**src/sud_pkg.sv**
```systemverilog
package sud_pkg;

    localparam int DATA_WIDTH = 32;
    localparam int CNT_W      = $clog2(DATA_WIDTH);

    typedef logic [DATA_WIDTH-1:0] word_t;

    // Status that the divide unit reports to the sequencer.
    typedef struct packed {
        logic busy;
        logic done;
    } div_stat_t;

endpackage

```
**src/sud_div_unit.sv**
```systemverilog
module sud_div_unit (
    input  logic              aclk,
    input  logic              aresetn,
    input  logic              start,
    input  sud_pkg::word_t    dividend,
    input  sud_pkg::word_t    divisor,
    output sud_pkg::div_stat_t stat,
    output sud_pkg::word_t    quotient,
    output sud_pkg::word_t    remainder
);
    import sud_pkg::*;

    word_t              rem_reg;
    word_t              quo_reg;
    word_t              dvs_reg;
    logic [CNT_W-1:0]   cnt_reg;
    logic               busy_reg;
    logic               done_reg;

    logic [DATA_WIDTH:0] shifted;
    logic [DATA_WIDTH:0] trial;
    logic                fits;
    word_t               rem_next;
    word_t               quo_next;

    // One restoring step: shift in the next dividend bit, subtract when it fits.
    always_comb begin
        shifted  = {rem_reg, quo_reg[DATA_WIDTH-1]};
        fits     = shifted >= {1'b0, dvs_reg};
        trial    = shifted - {1'b0, dvs_reg};
        rem_next = fits ? trial[DATA_WIDTH-1:0] : shifted[DATA_WIDTH-1:0];
        quo_next = {quo_reg[DATA_WIDTH-2:0], fits};
    end

    always_ff @(posedge aclk) begin
        if (!aresetn) begin
            busy_reg <= 1'b0;
            done_reg <= 1'b0;
            cnt_reg  <= '0;
        end else begin
            done_reg <= 1'b0;
            if (start) begin
                rem_reg  <= '0;
                quo_reg  <= dividend;
                dvs_reg  <= divisor;
                cnt_reg  <= CNT_W'(DATA_WIDTH - 1);
                busy_reg <= 1'b1;
            end else if (busy_reg) begin
                rem_reg <= rem_next;
                quo_reg <= quo_next;
                if (cnt_reg == '0) begin
                    busy_reg <= 1'b0;
                    done_reg <= 1'b1;
                end else begin
                    cnt_reg <= cnt_reg - 1'b1;
                end
            end
        end
    end

    assign stat.busy = busy_reg;
    assign stat.done = done_reg;
    assign quotient  = quo_reg;
    assign remainder = rem_reg;

    a_no_restart: assert property (@(posedge aclk) disable iff (!aresetn)
        busy_reg |-> !start) else $error("divide unit restarted while busy");
    a_done_after_last: assert property (@(posedge aclk) disable iff (!aresetn)
        busy_reg && cnt_reg == '0 && !start |=> done_reg && !busy_reg)
        else $error("divide unit missed its final step");
    a_done_one_cycle: assert property (@(posedge aclk) disable iff (!aresetn)
        done_reg |=> !done_reg) else $error("done held longer than one cycle");

endmodule

```
**src/signed_unsigned_divider_core.sv**
```systemverilog
// The input transaction starts 32 shift-subtract steps of the divide unit; then the signs
// are fixed and the result is registered onto m_axis_tdata with m_axis_tvalid.
// The block takes no new input until the result transaction completes.
// Reset: aresetn is synchronous and active low; it returns the sequencer to idle
// and drops m_axis_tvalid. Operand and result registers are not reset.
module signed_unsigned_divider_core (
    input  logic                            aclk,
    input  logic                            aresetn,
    input  logic                            s_axis_tvalid,
    output logic                            s_axis_tready,
    input  logic [2*sud_pkg::DATA_WIDTH-1:0] s_axis_tdata,   // [31:0] dividend, [63:32] divisor
    input  logic                            s_axis_tuser,   // [0] req_type (1 = signed)
    output logic                            m_axis_tvalid,
    input  logic                            m_axis_tready,
    output logic [2*sud_pkg::DATA_WIDTH-1:0] m_axis_tdata    // [31:0] quotient, [63:32] remainder
);
    import sud_pkg::*;

    typedef enum logic [1:0] {
        ST_IDLE,
        ST_RUN,
        ST_OUT
    } state_t;

    state_t                  state_reg;
    logic                    q_neg_reg;
    logic                    r_neg_reg;
    logic                    d_zero_reg;
    logic                    m_tvalid_reg;
    logic [2*DATA_WIDTH-1:0] m_tdata_reg;

    logic        accept;
    logic        is_signed;
    word_t       n_in;
    word_t       d_in;
    logic        n_lt;
    logic        d_lt;
    logic        n_gt;
    logic        d_gt;
    word_t       n_mag;
    word_t       d_mag;

    div_stat_t   stat;
    word_t       quo_raw;
    word_t       rem_raw;
    word_t       quo_base;
    word_t       rem_base;
    word_t       quo_out;
    word_t       rem_out;

    assign accept    = s_axis_tvalid && s_axis_tready;
    assign is_signed = s_axis_tuser;
    assign n_in      = s_axis_tdata[DATA_WIDTH-1:0];
    assign d_in      = s_axis_tdata[2*DATA_WIDTH-1:DATA_WIDTH];

    // A zero operand carries no sign, so it never flips the quotient.
    always_comb begin
        n_lt  = is_signed && n_in[DATA_WIDTH-1];
        d_lt  = is_signed && d_in[DATA_WIDTH-1];
        n_gt  = !n_in[DATA_WIDTH-1] && (n_in != '0);
        d_gt  = !d_in[DATA_WIDTH-1] && (d_in != '0);
        n_mag = n_lt ? (~n_in + 1'b1) : n_in;
        d_mag = d_lt ? (~d_in + 1'b1) : d_in;
    end

    sud_div_unit u_div (
        .aclk      (aclk),
        .aresetn   (aresetn),
        .start     (accept),
        .dividend  (n_mag),
        .divisor   (d_mag),
        .stat      (stat),
        .quotient  (quo_raw),
        .remainder (rem_raw)
    );

    // A zero divisor yields quotient zero and an all-ones remainder before sign fixup.
    always_comb begin
        quo_base = d_zero_reg ? '0 : quo_raw;
        rem_base = d_zero_reg ? '1 : rem_raw;
        quo_out  = q_neg_reg ? (~quo_base + 1'b1) : quo_base;
        rem_out  = r_neg_reg ? (~rem_base + 1'b1) : rem_base;
    end

    always_ff @(posedge aclk) begin
        if (!aresetn) begin
            state_reg    <= ST_IDLE;
            m_tvalid_reg <= 1'b0;
        end else begin
            case (state_reg)
                ST_IDLE: begin
                    if (accept) begin
                        q_neg_reg  <= is_signed && ((n_lt && d_gt) || (n_gt && d_lt));
                        r_neg_reg  <= n_lt;
                        d_zero_reg <= (d_in == '0);
                        state_reg  <= ST_RUN;
                    end
                end
                ST_RUN: begin
                    if (stat.done) begin
                        m_tdata_reg  <= {rem_out, quo_out};
                        m_tvalid_reg <= 1'b1;
                        state_reg    <= ST_OUT;
                    end
                end
                ST_OUT: begin
                    if (m_axis_tready) begin
                        m_tvalid_reg <= 1'b0;
                        state_reg    <= ST_IDLE;
                    end
                end
                default: begin
                    m_tvalid_reg <= 1'b0;
                    state_reg    <= ST_IDLE;
                end
            endcase
        end
    end

    assign s_axis_tready = (state_reg == ST_IDLE);
    assign m_axis_tvalid = m_tvalid_reg;
    assign m_axis_tdata  = m_tdata_reg;

    a_one_item: assert property (@(posedge aclk) disable iff (!aresetn)
        !(s_axis_tready && m_axis_tvalid)) else $error("input taken while a result waits");
    a_start_busy: assert property (@(posedge aclk) disable iff (!aresetn)
        accept |=> stat.busy) else $error("divide unit did not start");
    a_done_output: assert property (@(posedge aclk) disable iff (!aresetn)
        stat.done && state_reg == ST_RUN |=> m_axis_tvalid)
        else $error("finished division not presented");
    a_zero_div_quo: assert property (@(posedge aclk) disable iff (!aresetn)
        m_axis_tvalid && d_zero_reg |-> m_axis_tdata[DATA_WIDTH-1:0] == '0)
        else $error("zero divisor gave nonzero quotient");

endmodule
```
**config.mk**
```make
export PLATFORM = sky130hd
export DESIGN_NAME = signed_unsigned_divider_core
export DESIGN_NICKNAME = d
export VERILOG_FILES = /design/src/sud_pkg.sv /design/src/sud_div_unit.sv /design/src/signed_unsigned_divider_core.sv
export SDC_FILE = /design/constraint.sdc
export NUM_CORES = 1
export LEC_CHECK = 0
export ABC_AREA = 1
export BUFFER_PORTS_ARGS = -buffer_cell sky130_fd_sc_hd__buf_2
export CAP_MARGIN = 20
export CORE_MARGIN = 2
export CORE_UTILIZATION = 50
export CTS_CLUSTER_SIZE = 20
export DETAILED_ROUTE_END_ITERATION = 8
export MAX_ROUTING_LAYER = met4
export PLACE_DENSITY = 0.7
export REMOVE_ABC_BUFFERS = 1
export SETUP_SLACK_MARGIN = 0.1
export SLEW_MARGIN = 20
export SYNTH_ARGS = -nofsm -noshare
export SYNTH_HDL_FRONTEND = slang
export SYNTH_SLANG_ARGS = --single-unit
```
**constraint.sdc**
```tcl
create_clock -name aclk -period 7.5 [get_ports aclk]
set_clock_uncertainty 0.2 [all_clocks]
set_input_delay 0.375 -clock aclk [delete_from_list [all_inputs] [get_ports aclk]]
set_output_delay 0.375 -clock aclk [all_outputs]
set_load 0.1 [all_outputs]
```
Yosys cells after proc, flatten, opt, wreduce, memory -nomap -nowiden

Index checks and enable logic that the tools add are counted.

Register bits after elaboration: 173
Bits of input ports: 69
Output and inout port bits: 66
Logic and storage cells: 81

$add $sub $neg: 6
Magnitude comparators: 1
Eq/ne operators: 6
Muxes and demuxes: 24
Bitwise operators: 7
Reduce and logical (&&, ||, !) cells: 25

Operator list:

| operator                                             | number |
|---|---|
| two-way mux 32 bit                                   | 10 |
| adder 32 x 1 -> 32 bit (second input constant)       | 4 |
| inverter 32 bit                                      | 4 |
| nonzero test 32 bit                                  | 2 |
| greater-or-equal comparator 33 x 32 -> 1 bit         | 1 |
| zero test 32 bit                                     | 1 |
| subtractor 32 bit                                    | 1 |
| two-way mux 5 bit                                    | 3 |
| AND reduction 3 bit                                  | 4 |
| logical AND 1 bit                                    | 8 |
| two-way mux 1 bit                                    | 6 |
| two-way mux 2 bit                                    | 3 |
| one-hot mux 2 bit (3 select lines)                   | 1 |
| AND reduction 2 bit                                  | 3 |
| zero test 5 bit                                      | 1 |
| subtractor 5 x 1 -> 5 bit (second input constant)    | 1 |
| != test 2 x 1 -> 1 bit (second input constant)       | 2 |
| != test 2 bit (second input constant)                | 2 |
| inverter 1 bit                                       | 3 |
| one-hot mux 1 bit (3 select lines)                   | 1 |
| OR reduction 3 bit                                   | 1 |
| equality test 2 x 1 -> 1 bit (second input constant) | 1 |
| equality test 2 bit (second input constant)          | 1 |
| zero test 1 bit                                      | 2 |
| 3 further kinds                                      | 3 |

Longest topological paths before layout

Gate-level depths: netlist (run 1).

Depth in word-level cells: 5
Gate-level depth with buffers: 16
Depth with buffers taken out: 15

Cells and area by module

From an unflattened synthesis (run 1), not the netlist that was laid out.

Cell total of the unflattened synthesis: 1975
Area, all modules: 13661.9 µm²

Modules (own cells, without submodules):

| module                       | instances | cells each | area each (µm²) | seq. area each (µm²) |
|---|---|---|---|---|
| sud_div_unit                 | 1         | 979        | 7138.1          | 3022.9 |
| signed_unsigned_divider_core | 1         | 996        | 6523.8          | 2072.0 |

Least setup slack after synthesis (run 1)

No wires, ideal clock.

Kind: flip-flop to flip-flop
Start: register state_reg[1]
End: register u_div.quo_reg[0] (netlist: u_div.quotient[0]), enable pin
Library setup time: 0.507 ns
Arrival time: 5.478 ns
Data required time: 6.793 ns
Setup slack: 1.315 ns
Cell stages (with the launch flop): 6
Buffers on the path: 2
Clock period less this slack: 6.185 ns
Cell sequence: dfxtp_1 -> nor2_1 -> nand2_1 -> clkbuf_1 -> clkbuf_1 -> a21oi_1

Longest elaborated chain between the ends: 4

RTL lines:

| item                          | line                                | RTL |
|---|---|---|
| start, declared               | signed_unsigned_divider_core.sv:25  | `state_t state_reg;` |
| start signal, assigned        | signed_unsigned_divider_core.sv:87  | `state_reg <= ST_IDLE;` |
| start signal, assigned        | signed_unsigned_divider_core.sv:96  | `state_reg <= ST_RUN;` |
| start signal, assigned        | signed_unsigned_divider_core.sv:103 | `state_reg <= ST_OUT;` |
| zero test 2 bit               | signed_unsigned_divider_core.sv:120 | `assign s_axis_tready = (state_reg == ST_IDLE);` |
| net s_axis_tready             | signed_unsigned_divider_core.sv:10  | `output logic s_axis_tready,` |
| logical AND 1 bit             | signed_unsigned_divider_core.sv:51  | `assign accept = s_axis_tvalid && s_axis_tready;` |
| nonzero test 2 bit (no line)  | n/a                                 |  |
| AND reduction 2 bit (no line) | n/a                                 |  |
| end signal, assigned          | sud_div_unit.sv:44                  | `quo_reg <= dividend;` |
| end signal, assigned          | sud_div_unit.sv:50                  | `quo_reg <= quo_next;` |
| end, declared                 | sud_div_unit.sv:14                  | `word_t quo_reg;` |

The timed path passes the listed nets, and every way through them passes these cells.
A chain may end at the register's enable or synchronous reset.

Worst setup path after layout (run 1)

Start: register u_div.rem_reg[2] (netlist: u_div.remainder[2])
End: register u_div.rem_reg[7] (netlist: u_div.remainder[7]) (data pin)

Longest elaborated chain between the ends: 3
Elaborated cells on any way between the ends: 4
Those cells by class: add/sub: 1; order compare: 1; mux: 2

RTL lines:

| item                                                                                     | line                                   | RTL |
|---|---|---|
| start, declared                                                                          | sud_div_unit.sv:13                     | `word_t rem_reg;` |
| start signal, assigned                                                                   | sud_div_unit.sv:49                     | `rem_reg <= rem_next;` |
| subtractor 32 bit / greater-or-equal comparator 33 x 32 -> 1 bit (equally long branches) | sud_div_unit.sv:30, sud_div_unit.sv:29 |  |
| two-way mux 32 bit *                                                                     | sud_div_unit.sv:31                     | `rem_next = fits ? trial[DATA_WIDTH-1:0] : shifted[DATA_WIDTH-1:0];` |
| two-way mux 32 bit *                                                                     | sud_div_unit.sv:48                     | `end else if (busy_reg) begin` |

Every way passes the cells marked *; elsewhere a longest branch is shown, timed or not. The select of a mux whose other input is x is not followed.

==> results of run 1 <==
==> stage by stage <==
step / cells / power, mW / utilization / worst slack, ps
detailed placement: 2226 / 1.89 / 0.547 / 4520
CTS: 2259 / 2.79 / 0.571 / 4520
floorplan: 1755 / 1.68 / - / 587
global route: 2259 / 2.94 / 0.571 / 4210
finish: 2259 / 2.80 / 0.571 / 4480
global placement: 2226 / 1.88 / 0.547 / 4530
==> synthesized netlist by cell type, drive strengths merged, types with 2 or more instances <==
master / count / area, um^2
a21oi: 44 / 235
a31oi: 6 / 37.5
and2: 5 / 31.3
buf: 15 / 105
clkbuf: 18 / 67.6
dfxtp: 10 / 200
edfxtp: 163 / 4890
ha: 38 / 475
inv: 280 / 1050
nand2: 608 / 2300
nand3: 114 / 576
nand3b: 11 / 82.6
nand4: 37 / 238
nor2: 206 / 813
nor3: 28 / 140
nor4: 7 / 43.8
o211ai: 2 / 15.0
o21ai: 73 / 369
o21bai: 6 / 45.0
or2: 3 / 18.8
xnor2: 27 / 236
xor2: 82 / 718
==> worst paths after layout <==
path,from,to,slack [ps]
min,m_axis_tready,state_reg[1],40
max reg2reg,u_div.remainder[2],u_div.remainder[7],4480
min reg2reg,u_div.cnt_reg[4],u_div.cnt_reg[4],280
max,u_div.remainder[2],u_div.remainder[7],4480
==> layout make-up <==
| cell class | instances | area [um^2] |
|---|---|---|
| Inverter | 281 | 1050 |
| Multi-Input combinational cell | 1301 | 6440 |
| Clock buffer | 17 | 425 |
| Tap cell | 330 | 413 |
| Sequential cell | 173 | 5090 |
| Clock inverter | 15 | 180 |
| Timing Repair Buffer | 142 | 733 |
| Fill cell | 2494 | 10800 |
==> what timing repair did <==
| item | CTS | global route |
|---|---|---|
| hold buffers | 1 | 0 |
| hold endpoints to repair | 1 | 0 |
| gates resized for setup | 0 | 0 |
==> cell families after synthesis <==
| kind of cell | synth area share |
|---|---|
| xor gates and xnor gates | 0.0749 |
| buffers and inverters | 0.0963 |
| and+or+nand+nor | 0.334 |
| adders and majority gates | 0.0389 |
| DFF | 0.400 |
| AOI/OAI and AO/OA | 0.0563 |
==> worst max-delay path, delay by kind of cell (launching register included) <==
| family | cells | cell delay (ps) |
|---|---|---|
| AND/OR/NAND/NOR | 12 | 1660 |
| flip-flops | 1 | 510 |
| adder cells (fa/ha/maj) | 1 | 450 |
| buffers and inverters | 1 | 50 |
==> layer usage <==
| layer | part of all wire | up-vias | wire (um) |
|---|---|---|---|
| li1 | - | 5959 | - |
| met1 | 0.49 | 5180 | 16400 |
| met2 | 0.42 | 454 | 13900 |
| met3 | 0.072 | 41 | 2420 |
| met4 | 0.021 | 0 | 702 |
| met5 | 0 | - | 0 |
==> report_power, final <==
group,switching (mW),internal [mW]
sequential,0.0524,1.14
combinational,0.467,0.222
clock,0.460,0.456
==> run_results.csv, run 1 <==
group,metric,value,unit
critical_path,critPathLaunchType,"register",
cts,cts_setup_buffers,0,
timing,hold_viol,0,
placed_design,hpwl,26.5,mm
timing,maxSlewHeadroom,0.375,
finish,final_cell_area,0.0143,mm^2
timing,drv_slew,0,
yosys,synth-edff-count,163,
floorplanning,dieArea,0.0268,mm^2
critical_path,crit_chain,"ha_1 -> nand2_2 -> inv_1 -> nand2_1 -> nand2_1 -> nand2_1 -> nand3_2 -> nand2_2 -> nand2_2 -> nand2_4 -> nand2_2 -> nor2_4 -> nand2_1 -> nand2_1",
critical_path,critPathKind,"reg2reg",
finish,largest_register_ffs,64,
yosys,yosys_warnings,0,
yosys,ys_async_sr_fraction,0,
critical_path,worstSetupEndpointType,"register",
timing,hold_ws,41.4,ps
global_route,grt_first_pass_wirelength,52.7,mm
worst_hold_path,hold_path.class,"in2reg",
critical_path,cp_slowest_cell,"nor2_4",
floorplanning,ioPinCount,135,
worst_hold_path,holdPathStages,3,
global_route,grt_busiest_layer,"met1",
global_route,overflow,0,
finish,final_common_cell,"nand2_1",
timing,fin_crit,3020,ps
placed_design,globalplace.congestion,1.03,
floorplanning,coreArea,0.0251,mm^2
timing,worst-slew-pin-transition,936,ps
critical_path,worst_path_largest_cell_delay,570,ps
global_route,grtUsageMet2,0.367,
yosys,synthFlopType,"edfxtp_1",
cts,clkLatencyLatePin,440,ps
yosys,syn_area_per_cell,7.13,um^2
finish,nNetsFinal,2024,
drt,via_per_inst,5.15,
finish,antenna_cells,0,
pwr,max-vdd-ir-drop,124,uV
finish,drive_gt1_frac,0.105,
cts,cts_tree,"yes",
drt,drcViolationCount,0,
timing,fmax,331,MHz
cts,cts_buffer_depth,2,
drt,drt-pass1-iter-count,5,
placed_design,portBuffers,134,
finish,area_growth,12.6,%
yosys,synthCells,1788,
global_route,antenna_found_initial,0,
critical_path,critPathMaxFanout,31,
flow_run,maxCapViolCount,0,
drt,wirelength,33.4,mm
drt,num_vias,11600,
yosys,ys_seq_area_frac,0.400,
yosys,syn-cell-area,0.0127,mm^2
floorplanning,die_height,164,um
global_route,track_usage,0.260,
floorplanning,die_x,164,um
drt,wl_per_cell,14.8,um
yosys,synth_cell_types,41,
drt,drt-initial-drc-count,1141,
floorplanning,rows,58,
placed_design,place_area,0.0137,mm^2
global_route,use_met3,0.0310,
cts,clkSinkCount,173,
cts,cts_root_buf,"clkbuf_16",
timing,finalCritPeriodShare,0.402,
timing,setup_viol,0,
pwr,power_density,195,mW/mm^2
cts,h-tree-depth,4,
finish,mostFrequentLayoutCells,"nand2_1, inv_1, nor2_1",
cts,clkTransAtPathRegs,80,ps
pwr,power.leakage,6.89,nW
critical_path,cpMostUsedCell,"nand2_1",
critical_path,cp.required,7600,ps
yosys,synth.ff_latch_count,173,
global_route,use_met1,0.391,
drt,drt.antenna.violating_nets,0,
run_status,status,"complete, no violations",
global_route,grt_pass1_vias,10200,
cts,numCtsBuffers,17,
floorplanning,initial_core_util,0.508,
global_route,grt_max_degree,65,
timing,finalSetupTns,0,ps
critical_path,r2r_cells,14,
critical_path,critical_path_arrival,3120,ps
timing,rsz0062_at_grt,"false",
Power figures use the tool's default switching activity.
==> run 2, diff against run 1 <==
Clock period 7.5 ns to 2.9 ns, I/O delays scaled along.
==> run 2 against run 1 <==
Sequential power rose to 2.6 times the previous value. Largest power group unchanged. Register-to-register slack worse by 4300 ps. Clock power rose to 2.6 times the previous value. First-iteration DRC count down 6.0%. Cell count up 4.2%. Sequential share of layout area down 2.4 points. Critical path depth down 4. Sequential cell count unchanged.
==> run_results.csv, run 2 (synthesis results as in run 1) <==
group,metric,value,unit
run_status,status,"complete, no violations",
finish,area_growth,20.8,%
critical_path,critPathKind,"in2reg",
timing,worst-slew-pin-transition,822,ps
pwr,p_sw,2.54,mW
placed_design,globalplace.congestion,1.05,
timing,finalSetupTns,0,ps
drt,drt-initial-drc-count,1073,
floorplanning,ioPinCount,135,
global_route,grt_max_degree,48,
floorplanning,die_x,164,um
flow_run,maxCapViolCount,0,
timing,fin_crit,2740,ps
global_route,overflow,0,
pwr,power.leakage,7.34,nW
critical_path,cp.required,2900,ps
finish,nNetsFinal,2119,
timing,maxSlewHeadroom,0.451,
cts,clkSinkCount,173,
finish,final_cell_area,0.0154,mm^2
timing,drv_slew,0,
global_route,track_usage,0.264,
floorplanning,dieArea,0.0268,mm^2
timing,finalCritPeriodShare,0.945,
drt,drt.antenna.violating_nets,0,
pwr,power,7.45,mW
timing,fmax,365,MHz
drt,wirelength,34.5,mm
pwr,combPwrFrac,0.261,
global_route,antenna_found_initial,0,
cts,h-tree-depth,4,
cts,numCtsBuffers,17,
floorplanning,coreArea,0.0251,mm^2
pwr,swShare,0.341,
finish,antenna_cells,0,
floorplanning,die_height,164,um
pwr,clkPwrFrac,0.325,
floorplanning,initial_core_util,0.508,
critical_path,worstSetupEndpointType,"register",
cts,cts_buffer_depth,2,
drt,wl_per_cell,14.7,um
worst_hold_path,hold_path.class,"in2reg",
finish,mostFrequentLayoutCells,"nand2_1, inv_1, nor2_1",
finish,drive_gt1_frac,0.123,
placed_design,place_area,0.0140,mm^2
global_route,grt_first_pass_wirelength,53.3,mm
pwr,power_density,484,mW/mm^2
drt,drt-pass1-iter-count,7,
drt,via_per_inst,5.05,
cts,cts_root_buf,"clkbuf_16",
cts,clkTransAtPathRegs,80,ps
timing,setup_viol,0,
critical_path,critPathLaunchType,"primary input",
pwr,max-vdd-ir-drop,289,uV
cts,clkLatencyLatePin,430,ps
cts,cts_tree,"yes",
drt,num_vias,11900,
timing,hold_viol,0,
pwr,p_seq_frac,0.414,
pwr,p_int,4.91,mW
global_route,grt_pass1_vias,10600,
drt,drcViolationCount,0,
finish,largest_register_ffs,64,
critical_path,rrSetupSlack,220,ps
critical_path,critical_path_arrival,2740,ps
timing,rsz0062_at_grt,"true",
floorplanning,rows,58,
placed_design,hpwl,27.4,mm
placed_design,portBuffers,134,
finish,final_common_cell,"nand2_1",
critical_path,critPathMaxFanout,4,
-- run 2: cell count changes in the layout (fill, tap and decap cells not counted), moves of 2 or more --
cell and change:
buf_12 +5, buf_4 +27, clkinv_8 +2, dlygate4sd3_1 +63, ha_1 -8, ha_2 +5
ha_4 +3, nor2_1 -2, nor2_4 +2, nor3_1 -2, nor3_2 +2
-- run 2: path summary, 6_finish.rpt --
kind | start | end | depth (start not counted)
worst max-delay path | s_axis_tdata[33] | d_zero_reg | 10
worst min-delay path | aresetn | u_div.busy_reg | 3
worst min register to register | u_div.cnt_reg[0] | u_div.cnt_reg[0] | 2
worst max register to register | u_div.remainder[19] | u_div.remainder[10] | 13
-- run 2: through the flow --
stage	cells	setup slack [ps]	hold WS, ps	utilization
final	2354	159	10.9	0.613
after global routing	2354	97.7	28.7	0.613
after CTS	2351	232	3.42	0.609
after detailed placement	2255	258	154	0.558
after global placement	2255	190	142	0.558
after floorplan	1755	-4010	43.9	-
-- run 2: layout make-up --
type	count	area, um^2
Inverter	281	1050
Sequential cell	173	5090
Clock buffer	17	425
Tap cell	330	413
Multi-Input combinational cell	1301	6530
Clock inverter	15	208
Fill cell	2349	9720
Timing Repair Buffer	237	1670
-- run 2: routing by layer --
| layer | global-route usage | routed length (um) |
|---|---|---|
| met5 | - | 0 |
| met4 | 0.0949 | 938 |
| met1 | 0.383 | 16600 |
| met3 | 0.0350 | 2510 |
| met2 | 0.377 | 14500 |
-- run 2: power groups by stage --
stage	sequential [mW]	clock [mW]	combinational, mW
2_1_floorplan	3.10	0	1.26
3_3_place_gp	3.12	0	1.80
3_5_place_dp	3.13	0	1.81
4_1_cts	3.08	2.47	1.88
5_1_grt	3.09	2.56	2.19
6_report	3.08	2.42	1.94
-- run 2: what timing repair did --
action / in CTS / in global routing
setup buffers: 0 / 3
gates resized for setup: 0 / 18
setup endpoints to repair: 0 / 34
hold endpoints to repair: 62 / 0
hold buffers: 64 / 0
-- run 2: critical path, stage by stage --
cell and delay, ps:
dlygate4sd3_1 550, buf_2 120, inv_1 90, ha_1 210, nand4_1 240, nor2_1 330, nand2_1 180, nor4_1 340
nand4_1 190, nor2_1 340
